--- config.mk ---
export PLATFORM = sky130hd
export DESIGN_NAME = block_fir_decimator_with_ema_offset_top_flat
export DESIGN_NICKNAME = d
export VERILOG_FILES = /design/src/sv/fir_ema_pkg.sv /design/src/sv/fir_ema_if.sv /design/src/sv/block_fir_decimator_with_ema_offset_top.sv /design/src/flat_wrapper.sv
export SDC_FILE = /design/constraint.sdc
export NUM_CORES = 2
export LEC_CHECK = 0
export ABC_AREA = 1
export BUFFER_PORTS_ARGS = -buffer_cell sky130_fd_sc_hd__buf_2
export CORE_UTILIZATION = 30
export CTS_CLUSTER_SIZE = 25
export DETAILED_ROUTE_END_ITERATION = 10
export PLACE_DENSITY_LB_ADDON = 0.3
export SLEW_MARGIN = 20
export SYNTH_ARGS = -nofsm -noshare
export SYNTH_HDL_FRONTEND = slang
export SYNTH_SLANG_ARGS = --single-unit
--- constraint.sdc ---
create_clock -name clock -period 11 [get_ports clock]
set_input_delay 0 -clock clock [delete_from_list [all_inputs] [get_ports clock]]
set_output_delay 0 -clock clock [all_outputs]
set_load 0.02 [all_outputs]
--- src/sv/fir_ema_pkg.sv ---
// ----------------------------------------------------------------------------
// fir_ema_pkg
// Shared types, register map and rounding helper for the block FIR
// decimator with EMA offset tracking.
// ----------------------------------------------------------------------------
package fir_ema_pkg;

   localparam int SampleW = 16;
   localparam int AccW    = 40;
   localparam int ProdW   = 32;
   localparam int WeightW = 15;
   localparam int MvW     = 12;
   localparam int CsrDataW = 64;
   localparam int CsrAddrW = 6;

   localparam logic [CsrDataW-1:0] CoeffReset  = 64'h0800_0800_0800_0800;
   localparam logic [WeightW-1:0]  WeightReset = 15'd16384;
   localparam logic signed [SampleW-1:0] MvScale = 16'sd1650;
   localparam logic signed [16:0]        MvMid   = 17'sd1650;

   typedef enum logic [2:0] {
      REG_COEFF_0  = 3'd0,
      REG_COEFF_1  = 3'd1,
      REG_COEFF_2  = 3'd2,
      REG_COEFF_3  = 3'd3,
      REG_W_NEW    = 3'd4,
      REG_W_OLD    = 3'd5
   } reg_index_type;

   typedef enum logic [3:0] {
      ST_IDLE,
      ST_MUL,
      ST_ACC,
      ST_RND,
      ST_EMA_NEW,
      ST_EMA_OLD,
      ST_EMA_SUM,
      ST_EMA_RND,
      ST_MV_MUL,
      ST_MV_ADD,
      ST_OUT
   } state_type;

   // Round Q30 to Q15 (add half, floor shift) and saturate to 16 bits.
   function automatic logic signed [SampleW-1:0] round_sat_q15(
      input logic signed [AccW-1:0] v
   );
      logic signed [AccW-1:0] t;
      logic signed [SampleW-1:0] r;
      t = (v + 40'sd16384) >>> 15;
      if (t > 40'sd32767) begin
         r = 16'sh7FFF;
      end else if (t < -40'sd32768) begin
         r = 16'sh8000;
      end else begin
         r = t[SampleW-1:0];
      end
      return r;
   endfunction

endpackage

--- src/sv/fir_ema_if.sv ---
// ----------------------------------------------------------------------------
// fir_ema_req_if / fir_ema_rsp_if
// Valid/ready channels carrying samples in and filtered results out.
// ----------------------------------------------------------------------------
interface fir_ema_req_if;
   logic                                   valid;
   logic                                   ready;
   logic signed [fir_ema_pkg::SampleW-1:0] sample;
   logic                                   motor_floating;

   modport source (output valid, output sample, output motor_floating, input ready);
   modport sink   (input valid, input sample, input motor_floating, output ready);
endinterface

interface fir_ema_rsp_if;
   logic                                   valid;
   logic                                   ready;
   logic signed [fir_ema_pkg::SampleW-1:0] filtered;
   logic signed [fir_ema_pkg::SampleW-1:0] offset;
   logic [fir_ema_pkg::MvW-1:0]            sensor_millivolts;

   modport source (output valid, output filtered, output offset,
                   output sensor_millivolts, input ready);
   modport sink   (input valid, input filtered, input offset,
                   input sensor_millivolts, output ready);
endinterface

--- src/sv/block_fir_decimator_with_ema_offset_top.sv ---
// ----------------------------------------------------------------------------
// block_fir_decimator_with_ema_offset_top
// Q15 block FIR decimator with EMA offset tracking and millivolt scaling,
// built around one shared 16x16 signed multiplier under a small sequencer.
// ----------------------------------------------------------------------------
//  channel   direction  handshake           payload
//  req_bus   in         valid/ready         sample, motor_floating
//  rsp_bus   out        valid/ready         filtered, offset, sensor_millivolts
//  csr_*     in/out     APB, pready high    coefficients, EMA weights
//
//  A sample is accepted, multiplied and accumulated; ready is low while
//  it is in flight. The last sample of a block adds a rounding step, the
//  EMA update when motor_floating is set (new and old weight products, sum,
//  rounding), millivolt scaling (multiply, add) and a load of the output
//  register. Every product goes through the single multiplier. A result
//  waiting in the output register does not block new samples; the sequencer
//  only waits before loading the next result. Reset is synchronous and
//  restores the register defaults and clears the block.
// ----------------------------------------------------------------------------
module block_fir_decimator_with_ema_offset_top #(
   parameter int TAPS = 16
) (
   input  logic                                 clock,
   input  logic                                 reset,
   fir_ema_req_if.sink                          req_bus,
   fir_ema_rsp_if.source                        rsp_bus,
   input  logic                                 csr_psel,
   input  logic                                 csr_penable,
   input  logic                                 csr_pwrite,
   input  logic [fir_ema_pkg::CsrAddrW-1:0]     csr_paddr,
   input  logic [fir_ema_pkg::CsrDataW-1:0]     csr_pwdata,
   output logic [fir_ema_pkg::CsrDataW-1:0]     csr_prdata,
   output logic                                 csr_pready
);

   localparam int TapW = (TAPS > 1) ? $clog2(TAPS) : 1;

   // configuration
   logic [fir_ema_pkg::CsrDataW-1:0] coeff0_ff, coeff1_ff, coeff2_ff, coeff3_ff;
   logic [fir_ema_pkg::WeightW-1:0]  w_new_ff, w_old_ff;
   logic                             csr_wr;
   logic [2:0]                       csr_idx;

   // datapath
   fir_ema_pkg::state_type                 state_ff, state_in;
   logic [TapW-1:0]                        tap_ff, tap_in;
   logic signed [fir_ema_pkg::AccW-1:0]    acc_ff, acc_in;
   logic signed [fir_ema_pkg::ProdW-1:0]   prod_ff, prod_in;
   logic signed [fir_ema_pkg::SampleW-1:0] sample_ff, sample_in;
   logic                                   float_ff, float_in;
   logic signed [fir_ema_pkg::SampleW-1:0] filt_ff, filt_in;
   logic signed [fir_ema_pkg::SampleW-1:0] offset_ff, offset_in;
   logic [fir_ema_pkg::MvW-1:0]            mv_ff, mv_in;

   // output register
   logic                                   rsp_valid_ff, rsp_valid_in;
   logic signed [fir_ema_pkg::SampleW-1:0] rsp_filt_ff, rsp_filt_in;
   logic signed [fir_ema_pkg::SampleW-1:0] rsp_off_ff, rsp_off_in;
   logic [fir_ema_pkg::MvW-1:0]            rsp_mv_ff, rsp_mv_in;

   // shared multiplier
   logic signed [fir_ema_pkg::SampleW-1:0] mul_a, mul_b;
   logic signed [fir_ema_pkg::SampleW-1:0] coeff_sel;
   logic [3:0]                             tap4;
   logic [fir_ema_pkg::CsrDataW-1:0]       coeff_word;
   logic signed [16:0]                     mv_sum;
   logic signed [fir_ema_pkg::AccW-1:0]    prod_ext;

   // ---------------- configuration port ----------------
   assign csr_pready = 1'b1;
   assign csr_wr     = csr_psel && csr_penable && csr_pwrite;
   assign csr_idx    = csr_paddr[5:3];

   always_ff @(posedge clock) begin
      if (reset) begin
         coeff0_ff <= fir_ema_pkg::CoeffReset;
         coeff1_ff <= fir_ema_pkg::CoeffReset;
         coeff2_ff <= fir_ema_pkg::CoeffReset;
         coeff3_ff <= fir_ema_pkg::CoeffReset;
         w_new_ff  <= fir_ema_pkg::WeightReset;
         w_old_ff  <= fir_ema_pkg::WeightReset;
      end else if (csr_wr) begin
         case (csr_idx)
            fir_ema_pkg::REG_COEFF_0: coeff0_ff <= csr_pwdata;
            fir_ema_pkg::REG_COEFF_1: coeff1_ff <= csr_pwdata;
            fir_ema_pkg::REG_COEFF_2: coeff2_ff <= csr_pwdata;
            fir_ema_pkg::REG_COEFF_3: coeff3_ff <= csr_pwdata;
            fir_ema_pkg::REG_W_NEW:   w_new_ff  <= csr_pwdata[fir_ema_pkg::WeightW-1:0];
            fir_ema_pkg::REG_W_OLD:   w_old_ff  <= csr_pwdata[fir_ema_pkg::WeightW-1:0];
            default: ;
         endcase
      end
   end

   always_comb begin
      case (csr_idx)
         fir_ema_pkg::REG_COEFF_0: csr_prdata = coeff0_ff;
         fir_ema_pkg::REG_COEFF_1: csr_prdata = coeff1_ff;
         fir_ema_pkg::REG_COEFF_2: csr_prdata = coeff2_ff;
         fir_ema_pkg::REG_COEFF_3: csr_prdata = coeff3_ff;
         fir_ema_pkg::REG_W_NEW:   csr_prdata = {49'd0, w_new_ff};
         fir_ema_pkg::REG_W_OLD:   csr_prdata = {49'd0, w_old_ff};
         default:                  csr_prdata = '0;
      endcase
   end

   // ---------------- coefficient select ----------------
   assign tap4 = 4'(tap_ff);

   always_comb begin
      case (tap4[3:2])
         2'd0:    coeff_word = coeff0_ff;
         2'd1:    coeff_word = coeff1_ff;
         2'd2:    coeff_word = coeff2_ff;
         default: coeff_word = coeff3_ff;
      endcase
      case (tap4[1:0])
         2'd0:    coeff_sel = coeff_word[15:0];
         2'd1:    coeff_sel = coeff_word[31:16];
         2'd2:    coeff_sel = coeff_word[47:32];
         default: coeff_sel = coeff_word[63:48];
      endcase
   end

   assign prod_ext = {{(fir_ema_pkg::AccW - fir_ema_pkg::ProdW){prod_ff[31]}}, prod_ff};
   // 1650 + floor(prod / 2^15), 0..3299 when prod holds the millivolt product
   assign mv_sum   = prod_ff[31:15] + fir_ema_pkg::MvMid;

   // ---------------- sequencer ----------------
   always_ff @(posedge clock) begin
      if (reset) begin
         state_ff     <= fir_ema_pkg::ST_IDLE;
         tap_ff       <= '0;
         acc_ff       <= '0;
         offset_ff    <= '0;
         rsp_valid_ff <= 1'b0;
      end else begin
         state_ff     <= state_in;
         tap_ff       <= tap_in;
         acc_ff       <= acc_in;
         offset_ff    <= offset_in;
         rsp_valid_ff <= rsp_valid_in;
      end
   end

   always_ff @(posedge clock) begin
      prod_ff     <= prod_in;
      sample_ff   <= sample_in;
      float_ff    <= float_in;
      filt_ff     <= filt_in;
      mv_ff       <= mv_in;
      rsp_filt_ff <= rsp_filt_in;
      rsp_off_ff  <= rsp_off_in;
      rsp_mv_ff   <= rsp_mv_in;
   end

   always_comb begin
      state_in     = state_ff;
      tap_in       = tap_ff;
      acc_in       = acc_ff;
      sample_in    = sample_ff;
      float_in     = float_ff;
      filt_in      = filt_ff;
      offset_in    = offset_ff;
      mv_in        = mv_ff;
      rsp_valid_in = rsp_valid_ff;
      rsp_filt_in  = rsp_filt_ff;
      rsp_off_in   = rsp_off_ff;
      rsp_mv_in    = rsp_mv_ff;
      mul_a        = sample_ff;
      mul_b        = coeff_sel;
      req_bus.ready = 1'b0;

      if (rsp_valid_ff && rsp_bus.ready) begin
         rsp_valid_in = 1'b0;
      end

      case (state_ff)
         fir_ema_pkg::ST_IDLE: begin
            req_bus.ready = 1'b1;
            if (req_bus.valid) begin
               sample_in = req_bus.sample;
               float_in  = req_bus.motor_floating;
               state_in  = fir_ema_pkg::ST_MUL;
            end
         end
         fir_ema_pkg::ST_MUL: begin
            state_in = fir_ema_pkg::ST_ACC;
         end
         fir_ema_pkg::ST_ACC: begin
            acc_in = acc_ff + prod_ext;
            if (tap_ff == TapW'(TAPS - 1)) begin
               state_in = fir_ema_pkg::ST_RND;
            end else begin
               tap_in   = tap_ff + 1'b1;
               state_in = fir_ema_pkg::ST_IDLE;
            end
         end
         fir_ema_pkg::ST_RND: begin
            filt_in  = fir_ema_pkg::round_sat_q15(acc_ff);
            acc_in   = '0;
            tap_in   = '0;
            state_in = float_ff ? fir_ema_pkg::ST_EMA_NEW : fir_ema_pkg::ST_MV_MUL;
         end
         fir_ema_pkg::ST_EMA_NEW: begin
            mul_a    = filt_ff;
            mul_b    = {1'b0, w_new_ff};
            state_in = fir_ema_pkg::ST_EMA_OLD;
         end
         fir_ema_pkg::ST_EMA_OLD: begin
            acc_in   = prod_ext;
            mul_a    = offset_ff;
            mul_b    = {1'b0, w_old_ff};
            state_in = fir_ema_pkg::ST_EMA_SUM;
         end
         fir_ema_pkg::ST_EMA_SUM: begin
            acc_in   = acc_ff + prod_ext;
            state_in = fir_ema_pkg::ST_EMA_RND;
         end
         fir_ema_pkg::ST_EMA_RND: begin
            offset_in = fir_ema_pkg::round_sat_q15(acc_ff);
            acc_in    = '0;
            state_in  = fir_ema_pkg::ST_MV_MUL;
         end
         fir_ema_pkg::ST_MV_MUL: begin
            mul_a    = filt_ff;
            mul_b    = fir_ema_pkg::MvScale;
            state_in = fir_ema_pkg::ST_MV_ADD;
         end
         fir_ema_pkg::ST_MV_ADD: begin
            mv_in    = mv_sum[fir_ema_pkg::MvW-1:0];
            state_in = fir_ema_pkg::ST_OUT;
         end
         fir_ema_pkg::ST_OUT: begin
            // wait until the output register is free
            if (!rsp_valid_ff || rsp_bus.ready) begin
               rsp_valid_in = 1'b1;
               rsp_filt_in  = filt_ff;
               rsp_off_in   = offset_ff;
               rsp_mv_in    = mv_ff;
               state_in     = fir_ema_pkg::ST_IDLE;
            end
         end
         default: begin
            state_in = fir_ema_pkg::ST_IDLE;
         end
      endcase

      prod_in = mul_a * mul_b;
   end

   assign rsp_bus.valid             = rsp_valid_ff;
   assign rsp_bus.filtered          = rsp_filt_ff;
   assign rsp_bus.offset            = rsp_off_ff;
   assign rsp_bus.sensor_millivolts = rsp_mv_ff;

endmodule

--- src/flat_wrapper.sv ---
// flat-port wrapper written by rule: the top's interface ports become plain ports
module block_fir_decimator_with_ema_offset_top_flat 
#(
   parameter int TAPS = 16
)
  (clock, reset, csr_psel, csr_penable, csr_pwrite, csr_paddr, csr_pwdata, csr_prdata, csr_pready, req_bus_valid, req_bus_sample, req_bus_motor_floating, req_bus_ready, rsp_bus_valid, rsp_bus_filtered, rsp_bus_offset, rsp_bus_sensor_millivolts, rsp_bus_ready);
  fir_ema_req_if req_bus_i ();
  fir_ema_rsp_if rsp_bus_i ();
  input  logic clock;
  input  logic reset;
  input  logic csr_psel;
  input  logic csr_penable;
  input  logic csr_pwrite;
  input  logic [fir_ema_pkg::CsrAddrW-1:0] csr_paddr;
  input  logic [fir_ema_pkg::CsrDataW-1:0] csr_pwdata;
  output logic [fir_ema_pkg::CsrDataW-1:0] csr_prdata;
  output logic csr_pready;
  input wire logic [$bits(req_bus_i.valid)-1:0] req_bus_valid;
  input wire logic [$bits(req_bus_i.sample)-1:0] req_bus_sample;
  input wire logic [$bits(req_bus_i.motor_floating)-1:0] req_bus_motor_floating;
  output wire logic [$bits(req_bus_i.ready)-1:0] req_bus_ready;
  output wire logic [$bits(rsp_bus_i.valid)-1:0] rsp_bus_valid;
  output wire logic [$bits(rsp_bus_i.filtered)-1:0] rsp_bus_filtered;
  output wire logic [$bits(rsp_bus_i.offset)-1:0] rsp_bus_offset;
  output wire logic [$bits(rsp_bus_i.sensor_millivolts)-1:0] rsp_bus_sensor_millivolts;
  input wire logic [$bits(rsp_bus_i.ready)-1:0] rsp_bus_ready;
  assign req_bus_i.valid = req_bus_valid;
  assign req_bus_i.sample = req_bus_sample;
  assign req_bus_i.motor_floating = req_bus_motor_floating;
  assign req_bus_ready = req_bus_i.ready;
  assign rsp_bus_valid = rsp_bus_i.valid;
  assign rsp_bus_filtered = rsp_bus_i.filtered;
  assign rsp_bus_offset = rsp_bus_i.offset;
  assign rsp_bus_sensor_millivolts = rsp_bus_i.sensor_millivolts;
  assign rsp_bus_i.ready = rsp_bus_ready;
  block_fir_decimator_with_ema_offset_top #(.TAPS(TAPS)) u_core (.clock(clock), .reset(reset), .req_bus(req_bus_i), .rsp_bus(rsp_bus_i), .csr_psel(csr_psel), .csr_penable(csr_penable), .csr_pwrite(csr_pwrite), .csr_paddr(csr_paddr), .csr_pwdata(csr_pwdata), .csr_prdata(csr_prdata), .csr_pready(csr_pready));
endmodule
==> flow_results.org <==
** Run status
- The flow ran to the end, and the final reports show no timing, DRC or antenna violations.

** Yosys
- Proportion of netlist area held by the largest area contributor :: 22.7%
- Of all flip-flops after synthesis, the portion carrying an async set or reset was 0%.
- Dividing the synthesized area by the synthesized cell count gives 7.76 um^2.
- Total nets after synthesis :: 4829
- Leading post-synthesis cells by cell area :: sky130_fd_sc_hd__dfxtp_1 (23%), sky130_fd_sc_hd__fa_1 (16%), sky130_fd_sc_hd__edfxtp_1 (7.9%)
- Synth cell count leaders :: sky130_fd_sc_hd__inv_1 (653), sky130_fd_sc_hd__nor2_1 (606), sky130_fd_sc_hd__nand2_1 (552), sky130_fd_sc_hd__o21ai_0 (475), sky130_fd_sc_hd__dfxtp_1 (383)
- sky130_fd_sc_hd__inv_1 is the most common cell in the netlist.
- Yosys mapped a number of flops with a built-in enable equal to 89.
- Number of register bits inferred by synthesis :: 472
- The share of the Yosys chip area taken by registers is 30.7%.
- Counting every instance in the synthesized netlist gives 4345.
- Unique masters post-synth :: 63
- For this run, the leading register cell type out of synthesis is sky130_fd_sc_hd__dfxtp_1.
- Netlist area before placement :: 0.0337 mm^2
- Synth warn :: 0
- Summed over all instances, the cell type with the most area after synthesis is sky130_fd_sc_hd__dfxtp_1.

** Critical path
- Reg-to-Reg End :: u_core.prod_ff[22]
- Largest fanout on the critical path :: 21
- Largest stage delay on the critical path :: 0.71 ns
- Depth of the most critical reg-to-reg path :: 30
- Data arrival time at the worst-slack endpoint :: 9.66 ns
- STA classifies the critical path startpoint as a flip-flop.
- Setup Crit Path Kind :: reg2reg
- STA classifies the critical path endpoint as a flip-flop.
- Cell type of the slowest stage on the worst timing path :: sky130_fd_sc_hd__dfxtp_2
- Data required, critical path :: 11.52 ns
- In this run the critical register-to-register path is launched from u_core.tap4[3].
- Setup slack on the worst flop-to-flop path :: 1.86 ns
- The critical path starts at u_core.tap4[3].

** Global route
- Wire length of the first global-routing pass :: 183000 um
- Maximum number of pins on one net before global-route repair :: 115
- Number of global-route vias before repair :: 30.2k
- Global route total overflow :: 0
- Global routing consumed, over all layers together, 21.1% of the routing resources.
- Antenna violations before repair :: 5

** Finish
- Cells fill 34.9% of the core in the end.
- From synthesis to final layout, the design area changed by 14.9%.
- The finished cells cover 0.0387 mm^2.
- Counting the fill cells in the layout gives 11.8k.
- The post-route netlist has 10.2% of its cells at a drive strength greater than 1.
- Number of nets in the finished design :: 5002

** Floorplan
- Die width :: 337 um
- Die ar. :: 0.114 mm^2
- In this run the standard cell core region covers 0.111 mm^2.
- Number of primary I/O pins :: 205
- The initialized floorplan defines 122 standard-cell rows.
- Effective utilization at floorplan :: 30.4%
- The die is 337 um tall.

** Placed design
- Final weighted congestion in routability-driven placement :: 0.916
- DP HPWL :: 87100 um
- Placement-stage cell area :: 0.0359 mm^2
- In this run the tool buffered the top-level ports with 200 buffer cells.

** Timing
- Final hold viol count :: 0
- The final max-slew violation count was 0.
- Peak Freq :: 109 MHz
- Setup violations remaining at the end of the flow were counted as 0.
- Transition time at the pin with the least slew margin :: 1.10 ns
- After layout, the worst path uses 83.1% of the clock period.
- Setup repair after global routing left no endpoint under its margin.
- Final critical path time including I/O delays and setup :: 9.14 ns
- Clock Skews :: 0.0492 ns
- Summed over all failing endpoints, the final setup total negative slack is 0 ns.
- Measured against its own limit, the worst slew margin works out to 26.7%.

** Power
- Max IR drop VDD :: 0.000129 V
- Net switching power :: 2.19 mW
- Pint :: 3.63 mW
- Gate power share :: 31.6%
- For this design the ratio of total power to cell area is 150 mW/mm^2.
- Seq pwr share :: 34.6%
- Summed over all cells, the static leakage comes to 16.8 nW.
- In this run, the clock network consumes 33.9% of the power.
- In this run switching power makes up 37.6% of total power.

** Route
- Routed Wire Length :: 121000 um
- After detailed routing, the average wire length per cell comes to 20.0 um.
- Via density per instance :: 5.11
- DRC violation count after routing :: 0
- Detailed-router iteration count before antenna repair :: 6
- Via count :: 31.0k
- Initial drt markers :: 2866
- Remaining antenna violation count :: 0

** Clock tree
- The tree built by TritonCTS fans out to 472 sinks.
- TritonCTS built the clock tree.
- Clk slew on worst S/H paths :: 0.06 ns
- The cell sitting at the root of the clock tree is a sky130_fd_sc_hd__clkbuf_16.
- Clk Latency, worst-skew pair :: 0.68 ns
- Clock tree synthesis inserted a total of 56 buffers.
- Clock Tree Buf Depth :: 3
- Number of gates given a new drive strength after cts :: 0
- H-tree depth :: 2

** Flow run
- Number of max-capacitance violations reported :: 0

** Hold path
- Counting instances, the worst hold path has a depth of 2.
- In this run the most critical hold path is launched from req_bus_sample[4].
- The worst hold path terminates at u_core.sample_ff[4].
- Type of the tightest min-delay check :: in2reg
-- state kept, by name (all words and copies together), names as in the netlist --
name and flops:
u_core.coeff3_ff 64, u_core.prod_ff 32, u_core.mv_ff 12, u_core.float_ff 1, u_core.rsp_bus.filtered 16, u_core.sample_ff 16, u_core.w_old_ff 15, u_core.rsp_bus.sensor_millivolts 12
u_core.coeff0_ff 64, u_core.rsp_bus.offset 16, u_core.offset_ff 16, u_core.state_ff 4, u_core.acc_ff 40, u_core.w_new_ff 15, u_core.filt_ff 16, u_core.coeff2_ff 64
u_core.coeff1_ff 64, u_core.rsp_bus.valid 1, u_core.tap4 4
-- metal layers --
layer  track usage, %  part of all wire (%)  wire length [um]  up-vias
met5                0                 0.022                27        -
met4             7.44                   3.4              4130        4
met3             4.71                   8.5             10300      192
met2             32.4                    43             52600     1139
met1             29.0                    45             54100    15042
li1                 -                     -                 -    14583
-- metrics by stage --
stage | worst slack [ns] | hold WS, ns | power, mW | cells
3_3_place_gp | 2.23 | 0.178 | 3.84 | 5864
6_report | 1.86 | 0.0480 | 5.81 | 6055
2_1_floorplan | 4.50 | 0.0989 | 3.27 | 4345
5_1_grt | 1.51 | 0.0312 | 6.16 | 6054
4_1_cts | 2.22 | 0.0169 | 5.85 | 6053
3_5_place_dp | 2.25 | 0.178 | 3.85 | 5864
-- how the worst max path moves through the flow --
stage                               to  cells after the start  slack [ns]
floorplan           u_core.prod_ff[22]                     28        4.50
global placement    u_core.prod_ff[22]                     30        2.23
detailed placement  u_core.prod_ff[22]                     30        2.25
CTS                 u_core.prod_ff[22]                     30        2.22
global route        u_core.prod_ff[22]                     30        1.51
finish              u_core.prod_ff[22]                     30        1.86
-- power groups by stage --
stage / sequential (mW) / clock, mW / combinational, mW
floorplan: 1.97 / 0 / 1.30
global route: 2.02 / 2.07 / 2.08
global placement: 2.04 / 0 / 1.80
detailed placement: 2.04 / 0 / 1.80
finish: 2.01 / 1.97 / 1.83
CTS: 2.01 / 2.01 / 1.84
-- kinds of logic after synthesis --
family                     share of synthesized area [%]
AOI/OAI and AO/OA                                   19.5
xor gates and xnor gates                            1.64
adders and majority gates                           20.3
buffers and inverters                               10.7
DFF                                                 30.7
other                                             0.0111
and+or+nand+nor                                     17.1
-- cell usage in the layout, fill, tap and decap left out, types with 17 or more instances in the layout --
master,synthesis,layout
sky130_fd_sc_hd__inv_1,653,650
sky130_fd_sc_hd__nor2_1,606,598
sky130_fd_sc_hd__nand2_1,552,552
sky130_fd_sc_hd__o21ai_0,475,475
sky130_fd_sc_hd__dfxtp_1,383,382
sky130_fd_sc_hd__a21oi_1,317,317
sky130_fd_sc_hd__fa_1,263,263
sky130_fd_sc_hd__buf_2,52,200
sky130_fd_sc_hd__ha_1,127,127
sky130_fd_sc_hd__nand3_1,117,117
sky130_fd_sc_hd__edfxtp_1,89,89
sky130_fd_sc_hd__dlygate4sd3_1,1,84
sky130_fd_sc_hd__o211ai_1,74,74
sky130_fd_sc_hd__o221ai_1,68,68
sky130_fd_sc_hd__a22oi_1,65,65
sky130_fd_sc_hd__clkbuf_16,0,59
sky130_fd_sc_hd__inv_2,38,40
sky130_fd_sc_hd__xor2_1,38,38
sky130_fd_sc_hd__o22ai_1,38,38
sky130_fd_sc_hd__buf_4,17,37
sky130_fd_sc_hd__nand4_1,32,32
sky130_fd_sc_hd__xnor2_1,25,25
sky130_fd_sc_hd__nand2_2,19,19
sky130_fd_sc_hd__clkbuf_8,1,17
-- critical path, delay by kind of cell, from the launching register on --
kind	cells	cell delay, ns
xor+xnor	1	0.14
compound gates	7	2.36
fa+ha+maj	7	3.41
buf+inv	8	1.18
flops	1	0.71
simple gates	7	1.18
-- layout make-up --
class                      count  area, um^2  share of cell area [%]
multi-input combinational   2971       19800                    51.1
timing repair buffer         321        2120                    5.47
clock inverter                22         230                   0.595
antenna                        2        5.00                  0.0129
clock buffer                  83        1740                    4.49
sequential                   472       10300                    26.7
inverter                     696        2630                    6.79
tap                         1488        1860                    4.81
-- timing repair --
item,CTS,global route
hold buffers,84,0
endpoints found under the hold margin,328,0
setup buffers,0,0
No activity file was read; power rests on OpenSTA's default activity.
